$ cat src/saf_ram.sv
// ----------------------------------------------------------------------------
// saf_ram
// Generic simple dual-port RAM: one write port, one registered read port.
// ----------------------------------------------------------------------------
module saf_ram #(
    parameter int WIDTH = 1,
    parameter int DEPTH = 1024,
    localparam int AW   = $clog2(DEPTH)
) (
    input  logic             aclk,
    input  logic             we,
    input  logic [AW-1:0]    waddr,
    input  logic [WIDTH-1:0] wdata,
    input  logic             re,
    input  logic [AW-1:0]    raddr,
    output logic [WIDTH-1:0] rdata
);

    logic [WIDTH-1:0] mem [DEPTH];

    always_ff @(posedge aclk) begin
        if (we) begin
            mem[waddr] <= wdata;
        end
    end

    always_ff @(posedge aclk) begin
        if (re) begin
            rdata <= mem[raddr];
        end
    end

endmodule

$ cat config.mk
export PLATFORM = sky130hd
export DESIGN_NAME = saf_ram
export DESIGN_NICKNAME = d
export VERILOG_FILES = /design/src/saf_ram.sv
export SDC_FILE = /design/constraint.sdc
export NUM_CORES = 1
export LEC_CHECK = 0
export BUFFER_PORTS_ARGS = -buffer_cell sky130_fd_sc_hd__buf_2
export CAP_MARGIN = 20
export CORE_MARGIN = 4
export CORE_UTILIZATION = 35
export DETAILED_ROUTE_END_ITERATION = 6
export GPL_ROUTABILITY_DRIVEN = 0
export SYNTH_ARGS = -nofsm -noshare
export SYNTH_HDL_FRONTEND = slang
export SYNTH_SLANG_ARGS = --single-unit
$ cat constraint.sdc
create_clock -name aclk -period 3.66 [get_ports aclk]
set_input_delay 0.732 -clock aclk [delete_from_list [all_inputs] [get_ports aclk]]
set_output_delay 0.732 -clock aclk [all_outputs]
set_load 0.01 [all_outputs]
* Word-level counts from Yosys, hierarchy flattened
Memory sizes are Yosys's and may differ from the RTL's. A register that Yosys moved wholly into a read port is not among the register bits.
Index checks and enable logic that the tools add are counted.
** Word-level totals
- Register bits :: 0
- Bits in writable memories :: 1024
- Output and inout port bits :: 1
- Memories kept :: 1
** Memory list
- mem :: words 1024, width 1, read ports 1, clocked after Yosys merged registers in 1, wr ports 1, RTL line 19 : logic [WIDTH-1:0] mem [DEPTH];
** Operators by class
- Muxes and demuxes :: 2
** Operators with widths (count)
- 1-bit 2-to-1 mux :: 2

* Longest topological paths before layout
- Depth in word-level cells :: 2
- Mapped depth :: 15
- Mapped depth without buffers :: 8

* Worst setup path before layout
Ideal clock, no wire load.
- Path kind :: in2reg
- Start point :: in raddr[0]
- End point :: reg rdata (read register of mem) (data pin)
- Library setup time :: 0.275 ns
- Arrival time :: 2.869 ns
- Data required time :: 3.385 ns
- Path slack :: 0.516 ns
- Stages :: 10
- Buffers on the path :: 4
- Cell sequence :: buf_6 > buf_12 > buf_12 > buf_2 > mux4_2 > mux4_2 > a211oi_1 > nor2_1 > o311ai_1 > o2111ai_1
** RTL lines
- from (decl) :: RTL line 15 : input logic [AW-1:0] raddr,
- to (decl) :: RTL line 16 : output logic [WIDTH-1:0] rdata

==> impl_metrics.env <==
export IMPL_run_status="complete, no violations"
export IMPL_hold_class="primary input to flop"
export IMPL_groute_usage_overall_pct=19.3
export IMPL_io_pins=25
export IMPL_synthDistinctLibCells=55
export IMPL_critical_path_arrival_ns=3.82
export IMPL_timing_slew_headroom_pct=36.5
export IMPL_cts_root_buffer="clkbuf_16"
export IMPL_placement_io_buffers=24
export IMPL_initial_core_util_pct=35.4
export IMPL_fin_worst_hold_slack_ns=0.408
export IMPL_grt_setup_unrepaired="false"
export IMPL_report_final_setup_viol=0
export IMPL_dp_hpwl_um=68400
export IMPL_syn_num_nets=3136
export IMPL_via_per_inst=5.58
export IMPL_most_frequent_standard_cell_in_the_layout_excluding_fill_and_tap_cells="nor2_1"
export IMPL_combPwrFrac_pct=5.6
export IMPL_number_of_enable_type_register_cells_in_the_synthesized_netlist=1025
export IMPL_cts_resized=0
export IMPL_worst_setup_path_class="primary input to flop"
export IMPL_number_of_global_route_vias_before_repair=26600
export IMPL_crit_path_end_kind="flop"
export IMPL_cp_cell_sequence="buf_8 > buf_4 > nand2b_2 > buf_12 > o221ai_1 > a21oi_1 > o21ai_1 > nand4_1 > a311oi_1 > o311ai_1 > o2111ai_1"
export IMPL_max_cap_viol_count=0
export IMPL_synth_area_in_xor_xnor_pct=0
export IMPL_async_reset_ff_share_pct=0
export IMPL_clock_skew_ns=0.0200
export IMPL_fmax_mhz=303
export IMPL_synth_top_family_by_area="multiplexers"
export IMPL_cts_hold_buffers=0
export IMPL_tritoncts_buffer_count=105
export IMPL_top_layer_used="met5"
export IMPL_sw_frac_of_total_pct=22.0
export IMPL_dr_total_vias=27200
export IMPL_postSynthRegisterBits=1025
export IMPL_worst_path_dominant_cell_family="compound AO/OA/AOI/OAI gates"
export IMPL_hold_violations=0
export IMPL_ff2ff_setup_slack_ns=0.83
export IMPL_placementRows=130
export IMPL_clk_path_buf_depth=3
export IMPL_synthToLayoutAreaGrowth_pct=13.8
export IMPL_timing_final_crit_share_pct=90.2
export IMPL_grt_pass1_wl_um=187000
export IMPL_ys_seq_area_share_pct=68.9
export IMPL_layout_core_utilization_pct=40.3
export IMPL_dominantRegCellSynth="edfxtp_1"
export IMPL_fp_coreArea_um2=126000
export IMPL_clock_tree_htree_level_count=3
export IMPL_min_period_ns=3.30
export IMPL_synth_compound_area_share_pct=2.83
export IMPL_wirelength_um=130000
export IMPL_worst_ir_drop_vdd_uv=328
export IMPL_die_w_um=365
export IMPL_cts_post_setup_buffers_inserted=0
export IMPL_critical_path_slowest_cell="a311oi_1"
export IMPL_worst_pin_slew_ns=0.952
export IMPL_detailroute_wirelength_met3_um=12000
export IMPL_grt_antenna_before_repair=10
export IMPL_grt_remaining_overflow=0
export IMPL_floorplan_die_height_um=365
export IMPL_clkTransAtPathRegs_ns=0.06
export IMPL_synth_mux_area_share_pct=13.7
export IMPL_total_leakage_power_nw=15.2
export IMPL_critical_path_required_ns=4.18
export IMPL_drive_gt1_share_pct=18.5
export IMPL_wire_length_per_cell_um=26.6
export IMPL_final_nets=3157
export IMPL_cts_tree="yes"
export IMPL_slew_viols_final=0
export IMPL_design_power_total_mw=24.8
export IMPL_final_cell_mix="1036 x nor2_1, 1025 x edfxtp_1, 200 x mux4_2"
export IMPL_synthesis_area_per_instance_um2=14.4
export IMPL_sequentialPowerShare_pct=52.0
export IMPL_power_density_nw_per_um2=489
export IMPL_clkLatencyLatePin_ns=0.69
export IMPL_power_net_switching_mw=5.47
export IMPL_critPathBufInv=3
export IMPL_synth_area_um2=44700
export IMPL_clock_power_share_pct=42.3
export IMPL_setup_tns_ns=0
export IMPL_internal_power_mw=19.4
export IMPL_wl_met2_um=62500
export IMPL_largest_net_degree_at_the_start_of_global_routing=208
export IMPL_syn_inst=3112
export IMPL_finish_instance_area_um2=50800
export IMPL_drt_drc_violations_left=0
export IMPL_drt_antenna_violating_nets=0
export IMPL_cts_num_sinks=1025
export IMPL_yosys_warnings=0
export IMPL_drt_first_pass_iters=5
export IMPL_placement_cell_area_um2=47500
export IMPL_synth_fa_ha_area_share_pct=0
export IMPL_crit_fanout=19
export IMPL_worst_path_largest_cell_delay_ns=0.76
export IMPL_wl_met1_um=50500
export IMPL_detailedRoute_firstIterationViolations=3660
export IMPL_nature_of_the_critical_path_startpoint="primary input"
export IMPL_synth_simple_gate_area_share_pct=11.2
export IMPL_floorplan_die_area_um2=133000
-- path summary, 6_finish.rpt --
| check | start | end | depth (start not counted) |
|---|---|---|---|
| setup / recovery | raddr[1] | rdata | 11 |
| setup reg to reg | mem[542] | rdata | 8 |
| hold reg to reg | mem[240] | rdata | 5 |
| hold / removal | wdata | mem[331] | 1 |
-- stage by stage --
step           setup slack (ns)  std cells
3_3_place_gp             -0.138       4676
3_5_place_dp             -0.154       4676
5_1_grt                   0.418       4867
4_1_cts                   0.557       4866
2_1_floorplan             0.516       3112
6_report                  0.358       4873
-- worst register-to-register path: stages, from the launching register on --
cell,delay (ns)
edfxtp_1,0.37
mux4_2,0.48
mux2i_1,0.15
nor3_1,0.06
a2111oi_0,0.53
nand4_1,0.27
and4_1,0.29
nor4_1,0.25
o2111ai_1,0.13
-- state kept, by name, summed over array words and instances, names as in the netlist --
register,flops
rdata,1
mem,1024
-- cell usage after synthesis (13+ instances only) --
cell	number	area (um2)
nor2_1	1036	3890
edfxtp_1	1025	30800
mux4_2	200	4500
clkbuf_1	186	698
mux2i_1	123	1230
nand2_1	86	323
buf_1	57	214
o221ai_1	49	429
a21oi_1	37	185
nand3_1	37	185
nor3_1	37	185
o22ai_1	28	175
buf_2	19	95.1
buf_6	18	203
a22oi_1	17	128
mux4_1	14	368
buf_4	13	97.6
-- routing by layer --
metal	GRT usage, %	up-vias
met5	0	-
met4	7.04	4
met3	4.10	251
met2	31.5	1291
met1	25.6	14100
li1	-	11600
-- area by class of cell --
| cell class | instances | area, um2 |
|---|---|---|
| Clock inverter | 65 | 613 |
| Antenna cell | 7 | 17.5 |
| Timing Repair Buffer | 217 | 2050 |
| Tap cell | 1650 | 2060 |
| Multi-Input combinational cell | 1778 | 12600 |
| Sequential cell | 1025 | 30800 |
| Clock buffer | 125 | 2720 |
| Inverter | 6 | 22.5 |
| Fill cell | 11700 | 75400 |
-- power by group through the flow --
stage	logic, mW	clock network [mW]	registers, mW
2_1_floorplan	0.747	0	13.2
3_3_place_gp	1.39	0	13.2
3_5_place_dp	1.40	0	13.2
4_1_cts	1.40	10.7	12.9
5_1_grt	1.48	11.2	12.9
6_report	1.40	10.5	12.9
-- kinds of logic (layout without fill, tap and decap cells) --
family / Yosys count / count (layout)
other: 0 / 7
and+or+nand+nor: 1260 / 1260
AOI/OAI and AO/OA: 178 / 178
DFF: 1025 / 1025
buffers and inverters: 309 / 413
muxes: 340 / 340
(Power assumes the default switching activity.)
