File: src/saf_pkg.sv
// ----------------------------------------------------------------------------
// saf_pkg
// Shared constants, codes and types of the slot allocator with free stack.
// ----------------------------------------------------------------------------
package saf_pkg;

    localparam int SLOTS     = 1024;
    localparam int IDX_W     = $clog2(SLOTS);
    localparam int CNT_W     = IDX_W + 1;
    localparam int MODE_W    = 3;
    localparam int CFG_IDX_W = 1;

    // stream payload widths, padded to whole bytes
    localparam int IN_BITS  = MODE_W + IDX_W;
    localparam int IN_W     = ((IN_BITS + 7) / 8) * 8;
    localparam int OUT_BITS = 1 + IDX_W + 1 + 3 * CNT_W;
    localparam int OUT_W    = ((OUT_BITS + 7) / 8) * 8;

    // operation codes
    localparam logic [MODE_W-1:0] MODE_ADD      = MODE_W'(0);
    localparam logic [MODE_W-1:0] MODE_REMOVE   = MODE_W'(1);
    localparam logic [MODE_W-1:0] MODE_UNREMOVE = MODE_W'(2);
    localparam logic [MODE_W-1:0] MODE_TRIM     = MODE_W'(3);
    localparam logic [MODE_W-1:0] MODE_CLEAR    = MODE_W'(4);

    // configuration register indexes
    localparam logic [CFG_IDX_W-1:0] CFG_NO_REUSE   = CFG_IDX_W'(0);
    localparam logic [CFG_IDX_W-1:0] CFG_ALLOW_TRIM = CFG_IDX_W'(1);

    typedef enum logic [1:0] {
        ST_IDLE,
        ST_EXEC,
        ST_POP,
        ST_WALK
    } state_t;

    typedef struct packed {
        logic             we;
        logic [IDX_W-1:0] waddr;
        logic             wdata;
        logic             re;
        logic [IDX_W-1:0] raddr;
    } used_req_t;

    typedef struct packed {
        logic             we;
        logic [IDX_W-1:0] waddr;
        logic [IDX_W-1:0] wdata;
        logic             re;
        logic [IDX_W-1:0] raddr;
    } stack_req_t;

endpackage

File: src/saf_core.sv
// ----------------------------------------------------------------------------
// saf_core
// Sequencer, counters and result register of the slot allocator; keeps the
// used bits and the free stack in two external RAMs.
// ----------------------------------------------------------------------------
module saf_core (
    input  logic                            aclk,
    input  logic                            aresetn,
    input  logic                            s_tvalid,
    output logic                            s_tready,
    input  logic [saf_pkg::IN_W-1:0]        s_tdata,
    output logic                            m_tvalid,
    input  logic                            m_tready,
    output logic [saf_pkg::OUT_W-1:0]       m_tdata,
    input  logic                            cfg_we,
    input  logic [saf_pkg::CFG_IDX_W-1:0]   cfg_index,
    input  logic                            cfg_wdata,
    output saf_pkg::used_req_t              used_req,
    input  logic                            used_rdata,
    output saf_pkg::stack_req_t             stack_req,
    input  logic [saf_pkg::IDX_W-1:0]       stack_rdata
);
    import saf_pkg::*;

    state_t             state_reg, state_next;
    logic               pend_reg, pend_next;
    logic               m_valid_reg, m_valid_next;
    logic [OUT_W-1:0]   m_data_reg, m_data_next;
    logic [CNT_W-1:0]   depth_reg, depth_next;
    logic [CNT_W-1:0]   storage_reg, storage_next;
    logic [CNT_W-1:0]   live_reg, live_next;
    logic [MODE_W-1:0]  mode_reg, mode_next;
    logic [IDX_W-1:0]   idx_reg, idx_next;
    logic [IDX_W-1:0]   top_reg, top_next;
    logic [IDX_W-1:0]   walk_reg, walk_next;
    logic [IDX_W-1:0]   res_reg, res_next;
    logic               ok_reg, ok_next;
    logic               was_reg, was_next;
    logic               no_reuse_reg;
    logic               allow_trim_reg;

    logic [MODE_W-1:0]  in_mode;
    logic [IDX_W-1:0]   in_idx;
    logic               accept;
    logic               out_free;
    logic               idx_in_range;
    logic               top_in_range;
    logic               grow;
    logic               store_full;
    logic               stack_full;
    logic               walk_start;
    logic               walk_last;
    logic               walk_done;
    logic               finish;
    logic [CNT_W-1:0]   storage_m1;
    logic [CNT_W-1:0]   depth_m1;

    assign in_mode  = s_tdata[MODE_W-1:0];
    assign in_idx   = s_tdata[MODE_W +: IDX_W];
    assign out_free = !m_valid_reg || m_tready;
    assign s_tready = (state_reg == ST_IDLE) && (!pend_reg || out_free);
    assign accept   = s_tvalid && s_tready;
    assign m_tvalid = m_valid_reg;
    assign m_tdata  = m_data_reg;

    assign storage_m1   = storage_reg - CNT_W'(1);
    assign depth_m1     = depth_reg - CNT_W'(1);
    assign idx_in_range = {1'b0, idx_reg} < storage_reg;
    assign top_in_range = {1'b0, top_reg} < storage_reg;
    assign grow         = no_reuse_reg || (depth_reg == '0);
    assign store_full   = storage_reg == CNT_W'(SLOTS);
    assign stack_full   = depth_reg == CNT_W'(SLOTS);
    assign walk_last    = walk_reg == '0;

    always_comb begin
        walk_start = (state_reg == ST_EXEC) && (storage_reg != '0)
                     && (((mode_reg == MODE_TRIM) && allow_trim_reg)
                         || (mode_reg == MODE_CLEAR));
        // trim stops at the first used slot, clear visits every slot
        if (mode_reg == MODE_TRIM) begin
            walk_done = used_rdata || walk_last;
        end else begin
            walk_done = walk_last;
        end
        finish = ((state_reg == ST_EXEC) && !walk_start
                  && !((mode_reg == MODE_ADD) && !grow))
                 || (state_reg == ST_POP)
                 || ((state_reg == ST_WALK) && walk_done);
    end

    // next state
    always_comb begin
        state_next = state_reg;
        unique case (state_reg)
            ST_IDLE: begin
                if (accept) begin
                    state_next = ST_EXEC;
                end
            end
            ST_EXEC: begin
                if (finish) begin
                    state_next = ST_IDLE;
                end else if (walk_start) begin
                    state_next = ST_WALK;
                end else begin
                    state_next = ST_POP;
                end
            end
            ST_POP: begin
                state_next = ST_IDLE;
            end
            ST_WALK: begin
                if (walk_done) begin
                    state_next = ST_IDLE;
                end
            end
            default: begin
                state_next = ST_IDLE;
            end
        endcase
    end

    // datapath and memory requests
    always_comb begin
        pend_next    = pend_reg;
        m_valid_next = m_valid_reg;
        m_data_next  = m_data_reg;
        depth_next   = depth_reg;
        storage_next = storage_reg;
        live_next    = live_reg;
        mode_next    = mode_reg;
        idx_next     = idx_reg;
        top_next     = top_reg;
        walk_next    = walk_reg;
        res_next     = res_reg;
        ok_next      = ok_reg;
        was_next     = was_reg;
        used_req     = '0;
        stack_req    = '0;

        // result register, loaded only while idle so counts are final
        if ((state_reg == ST_IDLE) && pend_reg && out_free) begin
            m_valid_next = 1'b1;
            m_data_next  = OUT_W'({depth_reg, storage_reg, live_reg,
                                   was_reg, res_reg, ok_reg});
            pend_next    = 1'b0;
        end else if (m_tready) begin
            m_valid_next = 1'b0;
        end

        if (accept) begin
            mode_next       = in_mode;
            idx_next        = in_idx;
            res_next        = in_idx;
            ok_next         = (in_mode == MODE_CLEAR)
                              || ((in_mode == MODE_TRIM) && allow_trim_reg);
            used_req.re     = 1'b1;
            used_req.raddr  = in_idx;
            stack_req.re    = 1'b1;
            stack_req.raddr = depth_m1[IDX_W-1:0];
        end

        case (state_reg)
            ST_EXEC: begin
                was_next = used_rdata && idx_in_range;
                case (mode_reg)
                    MODE_ADD: begin
                        if (grow) begin
                            if (!store_full) begin
                                used_req.we    = 1'b1;
                                used_req.waddr = storage_reg[IDX_W-1:0];
                                used_req.wdata = 1'b1;
                                storage_next   = storage_reg + CNT_W'(1);
                                live_next      = live_reg + CNT_W'(1);
                                res_next       = storage_reg[IDX_W-1:0];
                                ok_next        = 1'b1;
                            end
                        end else begin
                            // pop now; a stale entry is dropped after the check
                            depth_next     = depth_m1;
                            top_next       = stack_rdata;
                            used_req.re    = 1'b1;
                            used_req.raddr = stack_rdata;
                        end
                    end
                    MODE_REMOVE: begin
                        if (used_rdata && idx_in_range && !stack_full) begin
                            stack_req.we    = 1'b1;
                            stack_req.waddr = depth_reg[IDX_W-1:0];
                            stack_req.wdata = idx_reg;
                            depth_next      = depth_reg + CNT_W'(1);
                            used_req.we     = 1'b1;
                            used_req.waddr  = idx_reg;
                            used_req.wdata  = 1'b0;
                            live_next       = live_reg - CNT_W'(1);
                            ok_next         = 1'b1;
                        end
                    end
                    MODE_UNREMOVE: begin
                        if (idx_in_range && !used_rdata) begin
                            used_req.we    = 1'b1;
                            used_req.waddr = idx_reg;
                            used_req.wdata = 1'b1;
                            live_next      = live_reg + CNT_W'(1);
                            ok_next        = 1'b1;
                        end
                    end
                    default: begin
                    end
                endcase
                if (walk_start) begin
                    walk_next      = storage_m1[IDX_W-1:0];
                    used_req.re    = 1'b1;
                    used_req.raddr = storage_m1[IDX_W-1:0];
                end
            end
            ST_POP: begin
                if (top_in_range && !used_rdata) begin
                    used_req.we    = 1'b1;
                    used_req.waddr = top_reg;
                    used_req.wdata = 1'b1;
                    live_next      = live_reg + CNT_W'(1);
                    res_next       = top_reg;
                    ok_next        = 1'b1;
                end
            end
            ST_WALK: begin
                // in clear, the read of the next lower slot overlaps the write of this one
                if (mode_reg == MODE_TRIM) begin
                    if (!used_rdata) begin
                        storage_next = storage_m1;
                        walk_next    = walk_reg - IDX_W'(1);
                        if (!walk_last) begin
                            used_req.re    = 1'b1;
                            used_req.raddr = walk_reg - IDX_W'(1);
                        end
                    end
                end else begin
                    if (used_rdata) begin
                        if (!stack_full) begin
                            stack_req.we    = 1'b1;
                            stack_req.waddr = depth_reg[IDX_W-1:0];
                            stack_req.wdata = walk_reg;
                            depth_next      = depth_reg + CNT_W'(1);
                            used_req.we     = 1'b1;
                            used_req.waddr  = walk_reg;
                            used_req.wdata  = 1'b0;
                            live_next       = live_reg - CNT_W'(1);
                        end else begin
                            ok_next = 1'b0;
                        end
                    end
                    if (!walk_last) begin
                        walk_next      = walk_reg - IDX_W'(1);
                        used_req.re    = 1'b1;
                        used_req.raddr = walk_reg - IDX_W'(1);
                    end
                end
            end
            default: begin
            end
        endcase

        if (finish) begin
            pend_next = 1'b1;
        end
    end

    always_ff @(posedge aclk) begin
        if (!aresetn) begin
            state_reg   <= ST_IDLE;
            pend_reg    <= 1'b0;
            m_valid_reg <= 1'b0;
            depth_reg   <= '0;
            storage_reg <= '0;
            live_reg    <= '0;
        end else begin
            state_reg   <= state_next;
            pend_reg    <= pend_next;
            m_valid_reg <= m_valid_next;
            depth_reg   <= depth_next;
            storage_reg <= storage_next;
            live_reg    <= live_next;
        end
    end

    always_ff @(posedge aclk) begin
        m_data_reg <= m_data_next;
        mode_reg   <= mode_next;
        idx_reg    <= idx_next;
        top_reg    <= top_next;
        walk_reg   <= walk_next;
        res_reg    <= res_next;
        ok_reg     <= ok_next;
        was_reg    <= was_next;
    end

    always_ff @(posedge aclk) begin
        if (!aresetn) begin
            no_reuse_reg   <= 1'b0;
            allow_trim_reg <= 1'b0;
        end else if (cfg_we) begin
            unique case (cfg_index)
                CFG_NO_REUSE:   no_reuse_reg   <= cfg_wdata;
                CFG_ALLOW_TRIM: allow_trim_reg <= cfg_wdata;
                default: begin
                end
            endcase
        end
    end

    a_live_within_storage: assert property (@(posedge aclk) disable iff (!aresetn)
        live_reg <= storage_reg)
        else $error("live count exceeds storage count");

    a_counts_bounded: assert property (@(posedge aclk) disable iff (!aresetn)
        (storage_reg <= CNT_W'(SLOTS)) && (depth_reg <= CNT_W'(SLOTS)))
        else $error("storage or stack count beyond slot count");

    a_accept_starts_exec: assert property (@(posedge aclk) disable iff (!aresetn)
        accept |=> (state_reg == ST_EXEC))
        else $error("accepted transaction did not start execution");

    a_finish_sets_pend: assert property (@(posedge aclk) disable iff (!aresetn)
        ((state_reg != ST_IDLE) && (state_next == ST_IDLE)) |=> pend_reg)
        else $error("finished operation left no pending result");

    a_result_from_pend: assert property (@(posedge aclk) disable iff (!aresetn)
        $rose(m_valid_reg) |-> $past(pend_reg))
        else $error("result presented without a pending operation");

endmodule
File: config.mk
export PLATFORM = sky130hd
export DESIGN_NAME = saf_core
export DESIGN_NICKNAME = d
export VERILOG_FILES = /design/src/saf_pkg.sv /design/src/saf_core.sv
export SDC_FILE = /design/constraint.sdc
export NUM_CORES = 1
export LEC_CHECK = 0
export BUFFER_PORTS_ARGS = -buffer_cell sky130_fd_sc_hd__buf_2
export CORE_MARGIN = 1.5
export CORE_UTILIZATION = 51
export DETAILED_ROUTE_END_ITERATION = 10
export GPL_TIMING_DRIVEN = 0
export MAX_ROUTING_LAYER = met4
export PLACE_DENSITY = 0.76
export SYNTH_ARGS = -nofsm -noshare
export SYNTH_HDL_FRONTEND = slang
export SYNTH_SLANG_ARGS = --single-unit
File: constraint.sdc
create_clock -name aclk -period 8 [get_ports aclk]
set_input_delay 0.8 -clock aclk [delete_from_list [all_inputs] [get_ports aclk]]
set_output_delay 0.8 -clock aclk [all_outputs]
set_load 0.02 [all_outputs]
# Yosys cells after proc, flatten, opt, wreduce, memory -nomap -nowiden
# Cells that the tools add are included.
classes:
  n_reduce_logical: 48
  bitwise_logic: 2
  order_cmp: 2
  n_eq_ne: 32
  add_sub_neg: 7
  mux: 80
op_table:
  columns: ["cell", "count"]
  rows:
  - ["11-bit 2-to-1 mux", 26]
  - ["21-bit 2-to-1 mux", 5]
  - ["12-bit 2-to-1 mux", 8]
  - ["10-bit 2-to-1 mux", 9]
  - ["11-bit case mux with 2 select lines", 4]
  - ["12-bit case mux with 3 select lines", 2]
  - ["11-bit case mux with 3 select lines", 2]
  - ["21-bit case mux with 2 select lines", 1]
  - ["10-bit case mux with 2 select lines", 2]
  - ["11-bit by 1-bit adder with 11-bit output, second input constant", 3]
  - ["11-bit by 1-bit subtractor with 11-bit output, second input constant", 3]
  - ["11-bit == test, second input constant", 2]
  - ["10-bit by 11-bit less-than comparator with 1-bit output", 2]
  - ["2-bit != test, second input constant", 9]
  - ["3-bit != test, second input constant", 6]
  - ["1-bit logical AND", 16]
  - ["1-bit 2-to-1 mux", 15]
  - ["11-bit zero test", 1]
  - ["11-bit nonzero test", 1]
  - ["10-bit zero test", 1]
  - ["10-bit AND reduction", 1]
  - ["10-bit by 1-bit subtractor with 10-bit output, second input constant", 1]
  - ["3-bit by 2-bit == test with 1-bit output, second input constant", 3]
  - ["1-bit logical OR", 8]
  - ["22 further kinds", 40]
totals:
  inputBits: 34
  register_bits: 129
  out_inout_bits: 105
  word_cells: 187

# Longest topological paths before layout
depth:
  word_depth: 11
  depth_mapped: 12
  ltp_nobuf: 9

# Worst setup path before layout
# OpenSTA, ideal clock, no wires.
synth_path:
  path_kind: "input to output"
  from: "input port m_tready"
  to: "output port used_req[1] (netlist bit)"
  arrival_time_ps: 2710
  path_slack_ps: 4490
  t_required_ps: 7200
  stages: 7
  cell_sequence: "nand3b_1 > and2_1 > nand2_1 > inv_1 > clkbuf_1 > nand2_1 > o21ai_0"
synth_rtl:
  columns: ["item", "line_no", "source"]
  rows:
  - ["from (decl)", "saf_core.sv:13", "input logic m_tready,"]
  - ["to (decl)", "saf_core.sv:18", "output saf_pkg::used_req_t used_req,"]

==> flow_summary.yaml <==
status:
  outcome: "complete, no violations"
timing:
  finalCritPeriodShare_pct: 64.56
  hold_viol: 0
  setup_tns_ps: 0
  final-setup-viol-count: 0
  fmax_mhz: 193.6
  grt_setup_unrepaired: "no"
  fin_hold_ws_ps: 426.1
  slew_headroom_pct: 7.906
  setup_slack_ps: 2835
  fin_skew_ps: 9.023
  min_period_ps: 5165
  drv_slew: 0
  max_slew.worst_pin.slew_ps: 1362
logic_synthesis:
  synthArstFlopShare_pct: 0
  yosysWarnings: 0
  netlist_area_um2: 7656
  yosysSeqAreaShare_pct: 44.06
  synth_edf_count: 79
  synth-seq-cells: 129
  netlist_instances: 826
  synth.distinct_cells: 78
  syn_avg_cell_area_um2: 9.269
  ys.flop_type: "edfxtp_1"
final_layout:
  area_growth_pct: 20.61
  insertedDiodeCount: 0
  fin_nets: 1045
  final_area_um2: 9234
  drive_gt1_share_pct: 19.72
  mostFrequentLayoutCells: "139 x buf_2, 84 x nand2_1, 79 x nor2_1, 79 x edfxtp_1, 59 x a21oi_1"
  largest_reg_flops: 45
  final_common_cell: "buf_2"
  layoutNonFillerInstCount: 1178
place:
  pre_cts_ws_ps: 3432
  hpwlAfterDp_um: 17720
  gp_congestion: 0.9947
  placedCellCount: 1146
  numPortBuffers: 132
  postPlaceCellArea_um2: 8606
setup_path:
  reg2reg_depth: 9
  crit_buf_inv: 4
  path_delay_family: "simple AND/OR/NAND/NOR gates"
  crit_end: "used_req[6]"
  rr_endpoint: "state_reg[0]"
  cp_slowest_stage_delay_ps: 1110
  rrSetupSlack_ps: 4010
  path_depth: 11
  worst-endpoint-required_ps: 7200
  crit_start: "storage_reg[0]"
  critPathKind: "reg2out"
  path_max_fanout: 10
  crit_slowest_cell: "nor4b_1"
  cp-start-kind: "flop"
  worst_setup_path_end_kind: "output pin"
  critPathArrivalTime_ps: 4360
  crit_chain: "clkbuf_1 > inv_1 > ha_1 > nor4b_1 > a41oi_1 > nand2_1 > clkbuf_1 > o211ai_1 > nand3_1 > o211ai_1 > buf_2"
  timing.rr.start: "storage_reg[0]"
power:
  p_leak_nw: 3.534
  powerDensity_nw_per_um2: 350.9
  vdd_drop_max_uv: 155.0
grt:
  overflow: 0
  grt_usage_pct: 30.82
  grt_pass1_wl_um: 36690
  antenna_found_initial: 0
  grt_pass1_vias: 6668
  grt_max_degree: 29
die:
  die-area_um2: 15760
  die_w_um: 125.5
  start_util_pct: 52.48
  die_h_um: 125.5
  num_rows: 44
  core_area_um2: 14590
  io-pin-count: 139
flow_run:
  cap_violations: 0
drt:
  postRouteAntennaNets: 0
  wl_per_cell_um: 20.14
  routed_wl_um: 23730
  drc: 0
  drt_first_iter_violations: 991
  first_pass_iters: 7
  vias: 7372
  vias_per_cell: 6.258
clock_network:
  h-tree-depth: 4
  clock-root-buffer: "clkbuf_16"
  cts-buffers-inserted: 17
  cts_tree: "yes"
  numClockSinks: 129
  insertion_delay_ps: 430
  postCtsSetupRepairBufs: 0
  cts_buffer_depth: 2
  clkTransAtPathRegs_ps: 60
  ctsResizeCount: 0
  holdBufCountCts: 0
worst_hold_path:
  hp-class: "reg2reg"
  min_from: "live_reg[7]"
-- cell usage after synthesis, types with 12 or more instances --
master	instances	area share, %
edfxtp_1	79	31
nor2_1	79	3.9
clkbuf_1	38	1.9
nand2_1	84	4.1
dfxtp_1	50	13
nand3_1	28	1.8
o211ai_1	28	2.7
or3_1	17	1.4
a221o_1	21	2.7
inv_1	29	1.4
nand2b_1	13	1.1
nor3_1	23	1.5
nor2b_1	12	0.98
a22oi_1	19	1.9
a21oi_1	59	3.9
ha_1	30	4.9
xnor2_1	25	2.9
o21ai_0	24	1.6
-- through the flow --
stage	util, %	total power [mW]
global placement	58.64	2.357
detailed placement	58.99	2.385
finish	63.29	3.240
floorplan	-	1.973
global route	63.29	3.395
CTS	63.29	3.215
-- power breakdown --
group | switching (mW) | internal, mW | leakage (nW) | total, mW
combinational | 0.901 | 0.492 | 2.09 | 1.39
sequential | 0.115 | 0.906 | 1.14 | 1.02
clock | 0.314 | 0.512 | 0.300 | 0.826
-- per-layer routing --
| layer | share of wire (%) | up-vias | track usage (%) |
|---|---|---|---|
| met5 | 0 | - | - |
| met1 | 42 | 3459 | 41.41 |
| met3 | 10 | 49 | 6.461 |
| li1 | - | 3405 | - |
| met4 | 2.3 | 0 | 10.76 |
| met2 | 45 | 459 | 46.29 |
-- logic make-up after synthesis --
group | count (synthesis) | synth area share [%]
buf+inv | 89 | 4.968
flops | 129 | 44.06
compound gates | 231 | 21.87
simple gates | 308 | 19.69
mux | 6 | 0.8008
fa+ha+maj | 30 | 4.903
xor+xnor | 32 | 3.661
other cells | 1 | 0.04898
-- worst min path at each step --
stage                     slack (ps)          end  depth (start not counted)
after global routing             430  m_tdata[37]                          0
final                            430  m_tdata[19]                          0
after global placement           410  m_tdata[19]                          0
after CTS                        430  m_tdata[19]                          0
after detailed placement         410  m_tdata[37]                          0
after floorplan                  400  m_tdata[11]                          0
-- area by class of cell --
cell class	instances	area, um2
Inverter	31	116.4
Fill cell	1271	5355
Multi-Input combinational cell	610	3926
Timing Repair Buffer	134	695.7
Buffer	58	264.0
Sequential cell	129	3373
Tap cell	184	230.2
Clock buffer	18	450.4
Clock inverter	14	177.7
No activity file was read; power rests on OpenSTA's default activity.
